$ cat config.mk
export PLATFORM = sky130hd
export DESIGN_NAME = fat_div_stage
export DESIGN_NICKNAME = d
export VERILOG_FILES = /design/src/rtl/core/flash_address_translate_macros.svh /design/src/rtl/core/fat_pkg.sv /design/src/rtl/core/fat_div_stage.sv
export SDC_FILE = /design/constraint.sdc
export NUM_CORES = 1
export LEC_CHECK = 0
export BUFFER_PORTS_ARGS = -buffer_cell sky130_fd_sc_hd__buf_2
export CAP_MARGIN = 25
export CORE_AREA = 2 2 156 158
export DETAILED_ROUTE_END_ITERATION = 12
export DIE_AREA = 0 0 158 160
export PLACE_DENSITY = 0.73
export RECOVER_POWER = 100
export SLEW_MARGIN = 15
export SYNTH_ARGS = -nofsm -noshare
export SYNTH_HDL_FRONTEND = slang
export SYNTH_SLANG_ARGS = --single-unit
$ cat constraint.sdc
create_clock -name clock -period 14.35 [get_ports clock]
set_input_delay 2.87 -clock clock [delete_from_list [all_inputs] [get_ports clock]]
set_output_delay 2.87 -clock clock [all_outputs]
set_load 0.05 [all_outputs]
$ cat src/rtl/core/flash_address_translate_macros.svh
// assertion helpers used by the rtl
`ifndef FLASH_ADDRESS_TRANSLATE_MACROS_SVH
`define FLASH_ADDRESS_TRANSLATE_MACROS_SVH

// same-cycle implication
`define FAT_ASSERT_IMPLY(name, clk, rst, ante, cons) \
   name: assert property (@(posedge clk) disable iff (rst) (ante) |-> (cons)) \
      else $error("implication check failed");

// next-cycle implication
`define FAT_ASSERT_NEXT(name, clk, rst, ante, cons) \
   name: assert property (@(posedge clk) disable iff (rst) (ante) |=> (cons)) \
      else $error("next-cycle check failed");

`endif

$ cat src/rtl/core/fat_pkg.sv
`default_nettype none
package fat_pkg;

   // radix divisions and their pipelining
   localparam int NUM_DIV    = 6;
   localparam int DIV_BITS   = 4;
   localparam int UNIT_W     = 32;
   localparam int DIV_STAGES = UNIT_W / DIV_BITS;
   localparam int RAD_W      = 13;
   localparam int SEG_STAGES = DIV_STAGES + 1;
   localparam int CHAIN_LEN  = NUM_DIV * SEG_STAGES;

   // boundary step after which compose holds the page number
   localparam logic [2:0] PPN_STEP = 3'd4;
   localparam logic [2:0] LAST_SLOT = 3'd5;

   // request kinds
   localparam logic MODE_COMPOSE   = 1'b0;
   localparam logic MODE_DECOMPOSE = 1'b1;

   // register indexes
   localparam logic [2:0] CSR_SUBPAGES = 3'd0;
   localparam logic [2:0] CSR_PAGES    = 3'd1;
   localparam logic [2:0] CSR_BLOCKS   = 3'd2;
   localparam logic [2:0] CSR_PLANES   = 3'd3;
   localparam logic [2:0] CSR_DIES     = 3'd4;
   localparam logic [2:0] CSR_CHIPS    = 3'd5;
   localparam logic [2:0] CSR_CHANS    = 3'd6;

   // location slots: subpage, page, block, plane, die, chip
   localparam int SLOT_SUB   = 0;
   localparam int SLOT_PAGE  = 1;
   localparam int SLOT_BLOCK = 2;
   localparam int SLOT_PLANE = 3;
   localparam int SLOT_DIE   = 4;
   localparam int SLOT_CHIP  = 5;

   // one request in flight
   typedef struct packed {
      logic                          mode;
      logic                          flag;
      logic [UNIT_W-1:0]             num;
      logic [RAD_W-1:0]              rem;
      logic [NUM_DIV-1:0][RAD_W-1:0] loc;
      logic [4:0]                    ch_in;
      logic [UNIT_W-1:0]             unit;
      logic [UNIT_W-1:0]             ppn;
   } fat_item_type;

   // per-boundary control
   typedef struct packed {
      logic [2:0]       slot;
      logic [RAD_W-1:0] mult;
   } fat_bnd_ctl_type;

endpackage
`default_nettype wire

$ cat src/rtl/core/fat_div_stage.sv
`default_nettype none
module fat_div_stage (
   input  wire logic                 clock,
   input  wire logic                 reset,
   input  wire logic                 advance,
   input  wire logic                 in_valid,
   input  fat_pkg::fat_item_type     in_item,
   input  wire logic [12:0]          divisor,
   output logic                      out_valid,
   output fat_pkg::fat_item_type     out_item
);
   import fat_pkg::*;

   logic         valid_ff;
   fat_item_type item_ff;
   fat_item_type item_in;
   logic [RAD_W:0] trial;

   // restoring division, a few quotient bits per stage
   always_comb begin
      item_in = in_item;
      trial   = '0;
      if (in_item.mode == MODE_DECOMPOSE) begin
         for (int i = 0; i < DIV_BITS; i++) begin
            trial = {item_in.rem, item_in.num[UNIT_W-1]};
            if (trial >= {1'b0, divisor}) begin
               trial       = trial - {1'b0, divisor};
               item_in.num = {item_in.num[UNIT_W-2:0], 1'b1};
            end else begin
               item_in.num = {item_in.num[UNIT_W-2:0], 1'b0};
            end
            item_in.rem = trial[RAD_W-1:0];
         end
      end
   end

   // stage register
   always_ff @(posedge clock) begin
      if (reset) begin
         valid_ff <= 1'b0;
      end else if (advance) begin
         valid_ff <= in_valid;
      end
      if (advance) begin
         item_ff <= item_in;
      end
   end

   assign out_valid = valid_ff;
   assign out_item  = item_ff;

endmodule
`default_nettype wire

* After elaboration in Yosys (flattened, before gate mapping) *
Cells that the tools add are included.

storage, ports and cells
  register bits after elaboration = 195
  bits of input ports = 211
  output and inout bits = 195

operators by class
  $add $sub $neg = 4
  order comparisons = 4
  multiplexer cells = 15

operator list
  kind                                              count
  32-bit two-way mux                                3
  13-bit two-way mux                                7
  14-bit by 13-bit >= comparator with 1-bit output  4
  13-bit subtractor                                 4
  45-bit two-way mux                                1
  1-bit two-way mux                                 4

* Depth between registers and ports, before layout *
  depth in word-level cells = 12
  mapped depth = 44
  mapped depth without buffers = 40

* Worst setup path before layout *
No wires, ideal clock.

  path kind = input port to flip-flop
  start point = in in_item[191] in the netlist's numbering
  end point = reg item_ff, in the netlist out_item[153] (data pin)
  data arrival time = 11.511 ns
  data required time = 14.080 ns
  path slack = 2.569 ns
  cell stages on the path = 43
  path through = inv_1 > ha_1 > inv_1 > fa_1 > a211oi_2 > nor2_2 > o221ai_2 > nand3_1 > clkbuf_1 > clkbuf_1 > nand2_1 > o21ai_0 > fa_1 > nand2b_1 > a21oi_1 > o21ai_1 > a211oi_1 > a21o_1 > [... 7 more ...] > or3_1 > a21oi_1 > nor2_1 > o31ai_1 > nand2_1 > clkbuf_1 > mux2_2 > ha_1 > a21o_1 > a21o_1 > a221oi_1 > o21a_1 > o21ai_0 > a21o_1 > a211oi_4 > buf_6 > mux2i_1 > a21oi_1

RTL lines
  item                  line                 text
  from (decl)           fat_div_stage.sv:7   input fat_pkg::fat_item_type in_item,
  to (signal assigned)  fat_div_stage.sv:45  item_ff <= item_in;
  to (decl)             fat_div_stage.sv:15  fat_item_type item_ff;

==> results.md <==
- In this run the standard cell core region covers around 24,000 um2.
- Setup repair after global routing left no endpoint under its margin.
- The worst setup path is captured at a flip-flop.
- In the global route stage, overall resource usage came out at 0.236.
- The maximum cell stage delay along the critical path is about 0.80 ns.
- The post-route antenna net violation count is 0.
- The dominant combinational cell family by area after synthesis is compound AO/OA/AOI/OAI gates.
- The highest clock frequency the design can meet is 0.0753 GHz.
- The number of DRC markers after the initial detailed-route iteration is about 550.
- The number of input and output port buffers inserted is between 400 and 500.
- The clock tree from TritonCTS is yes.
- The clock arrives with 0 ns of skew.
- The maximum number of pins on one net before global-route repair is between 100 and 150.
- The via count of the first global-routing pass is a little over 7,000.
- The area overhead of the layout relative to synthesis is 29.0%.
- The total routed wirelength is 31.3 mm.
- The final critical-path share of the clock period is 0.925.
- The async set or reset register ratio after synthesis is 0.
- The die area is about 25,000 um2.
- The buffer levels on the longest clock path is 2.
- Buffers inserted to repair hold after CTS numbered 0.
- The final max-slew violation count is 245.
- The synthesized netlist contains 57 unique library cells.
- The cell area power density is roughly 200 nW/um2.
- The arrival time at the worst endpoint is roughly 13 ns.
- By area the synthesized netlist is led by edfxtp_1, ha_1, mux2_2, a21oi_1, xnor2_1.
- The largest area contributor in the netlist is edfxtp_1.
- At the placement stage, the worst setup path has a slack of approximately 0.89 ns.
- Subtracting the final worst setup slack from the clock period gives between 10 and 15 ns.
- The post-synthesis register bit count is between 150 and 200.
- The startpoint of the worst setup timing path is in_item[191].
- The switching share of total power is 0.422.
- The simple-gate area share of the yosys netlist is 0.0772.
- The worst register-to-register path begins at out_valid.
- Gates resized during post-CTS repair numbered 0.
- The mapped netlist covers between 9000 and 10,000 um2.
- For this design the total switching power over the nets is approximately 0.0010 W.
- STA puts the critical path data required time at about 15 ns.
- The startpoint identified for the worst hold timing path is out_valid.
- The number of nets in the layout is 1,364.
- After synthesis, the mean cell area works out to approximately 14 um2.
- The most used flip-flop cell after synthesis is edfxtp_1.
- For the pin with the worst max-slew slack, the measured transition is about 6.3 ns.
- Counting flops with a built-in enable in the synthesized netlist gives about 190.
- The run finished, with violations left.
- The HPWL after detailed placement is ~25 mm.
- The worst path meets setup with ~1.1 ns of slack.
- STA classifies the critical path startpoint as an input pin.
- At the end of the flow the core is filled with cells to 0.509.
- The final-report hold violation count came to 0.
- Clock-pin slew was measured on the worst setup and hold paths at ~0.080 ns.
- The share of Yosys cell area claimed by the top area cell type is 0.621.
- CTS saw approximately 200 sinks.
- Of the total power, registers draw 0.303.
- The die boundary height is about 160 um.
- The final reports fail on capacitance limit, slew limit.
- The part of the total power dissipated in the clock network is 0.200.
- The detailed-router iteration count before antenna repair is 5.
- Of the total synthesized cell area, the portion taken by full adders, half adders and majority gates is 0.0778.
- The maximum vdd ir drop is roughly 0.12 mV.
- The final setup violation count is 0.
- Dividing the detail-routed via count by the number of cells gives roughly 5.1.
- The largest driver fanout on the critical path is 20.
- The share of the synthesized area in compound gates (AO/OA/AOI/OAI) is 0.0937.
- Buffers inserted during clock tree synthesis total 17.
- The path class of the tightest hold or removal check is reg2reg.
- The cell area after placement is about 12,000 um2.
- The total nets after synthesis is between 900 and 1,000.
- The global-route congestion overflow total is 0.
- In the final timing run, aggregate negative setup slack is 0 ns.
- The congestion estimate from routability-driven global placement came to about 0.89.
- The number of setup buffers added after CTS is 0.
- The share of the Yosys chip area taken by registers is 0.623.
- The leakage power is roughly 4.8 nW.
- In the synthesized netlist, the number of instances is slightly below 700.
- The internal portion of the total power is between 0.001 and 0.0015 W.
- The first global-routing pass estimated about 44 mm of wire.
- The critical path in this run is classified as in2reg.
- During synthesis, Yosys emitted a total of 0 warnings.
- The via count is ~7,400.
- For this configuration, the core starts out at a cell density of 0.394.
- In this run the tightest slew margin relative to its limit is -3.20.
- The initial antenna violation count is 12.
- Row generation in the floorplan step produced 57 rows.
- Dividing the detail-routed wire length by the instance count gives 21.8 um.
- At the later pin of the worst-skew pair, clock insertion delay measures about 0.44 ns.
- The maximum level of the CTS H-tree is 4.
- The finished cells cover 12,100 um2.
- The die is ~160 um wide.
- Of the total power, combinational logic draws 0.497.
- The count of pins on the block boundary is between 400 and 500.
- The number of maximum-capacitance violations is 3.
- In this run the clock root is driven by a clkbuf_16.
- The share of the synthesized netlist area taken by xor and xnor gates is 0.0355.
- After synthesis, the share of cell area in mux cells is 0.0741.
- Of the cells placed in the final design, the portion with a size suffix greater than 1 is 0.255.
- The number of design rule violations left after detail routing is 0.
- The slowest stage of the critical path belongs to the cell a211oi_4.
==> state kept, by name, indices dropped and copies added, names as in the netlist <==
signal / cells
out_valid: 1
out_item: 194
==> worst max-delay path: cells and delay by family <==
kind / cells / cell delay [ns]
AOI/OAI and AO/OA: 19 / 5.03
and+or+nand+nor: 8 / 2.27
adders and majority gates: 5 / 1.81
muxes: 3 / 1.27
buffers and inverters: 3 / 0.22
==> routing by layer <==
metal / wire length (um) / up-vias / GRT usage
met5: 74 / - / 0
met4: 1080 / 12 / 0.0962
met3: 2580 / 61 / 0.0654
met2: 14700 / 324 / 0.376
met1: 12800 / 3542 / 0.304
li1: - / 3418 / -
==> cells by family (layout without fill, tap and decap cells) <==
kind of cell,Yosys count,in the layout
XOR/XNOR,38,38
buffers and inverters,43,468
AO/OA/AOI/OAI,138,138
AND/OR/NAND/NOR,152,152
adder cells (fa/ha/maj),56,56
multiplexers,63,63
other,0,3
flip-flops,195,195
==> cell usage in the layout (no fill, tap or decap), drive strengths merged, types with 4 or more instances in the layout <==
cell	instances
nand2b	10
mux2i	14
o21a	9
clkinv	8
o21ai	30
nand4	7
nand3	10
clkbuf	226
mux2	49
ha	52
a21o	12
inv	34
o21bai	4
xor2	11
fa	4
nand2	32
xnor2	27
nor2b	10
o211ai	4
a211oi	6
nor2	52
nor3	16
buf	199
edfxtp	194
a21oi	51
==> power groups by stage <==
stage	Clock, W	Combinational, W	Sequential [W]
after global placement	0	0.00119	0.000747
after global routing	0.000518	0.00131	0.000745
final	0.000488	0.00121	0.000738
after detailed placement	0	0.00122	0.000745
after CTS	0.000501	0.00122	0.000733
after floorplan	0	0.000738	0.000965
==> final timing paths <==
check,to,slack [ns],cells past startpoint
hold reg to reg,out_valid,0.51,2
setup / recovery,out_item[148],1.08,38
hold / removal,out_valid,0.51,2
setup reg to reg,out_valid,13.65,2
==> synthesized netlist by cell type (3+ instances only) <==
cell,number
edfxtp_1,194
ha_1,52
nor2_1,51
a21oi_1,50
mux2_2,48
nand2_1,32
inv_1,28
xnor2_1,27
o21ai_0,24
nor3_1,16
mux2i_1,14
a21o_1,12
clkbuf_1,11
xor2_1,11
nand2b_1,10
nand3_1,10
nor2b_1,10
o21a_1,9
nand4_1,7
o21ai_1,6
a211oi_1,4
fa_1,4
o211ai_1,4
o21bai_1,4
a31oi_1,3
o31ai_1,3
or3_1,3
==> metrics by stage <==
stage	std cells	hold slack, ns	total power [W]
after floorplan	685	0.733	0.00170
after global placement	1401	0.472	0.00194
after detailed placement	1401	0.482	0.00196
after CTS	1433	0.503	0.00246
after global routing	1435	0.553	0.00257
final	1437	0.505	0.00244
==> area by class of cell <==
class	instances	area, um2
Antenna cell	3	7.51
Clock buffer	17	425
Clock inverter	15	180
Fill cell	2253	11700
Inverter	28	105
Multi-Input combinational cell	447	3360
Sequential cell	195	5850
Tap cell	324	405
Timing Repair Buffer	408	1780
No activity file was read; power rests on OpenSTA's default activity.
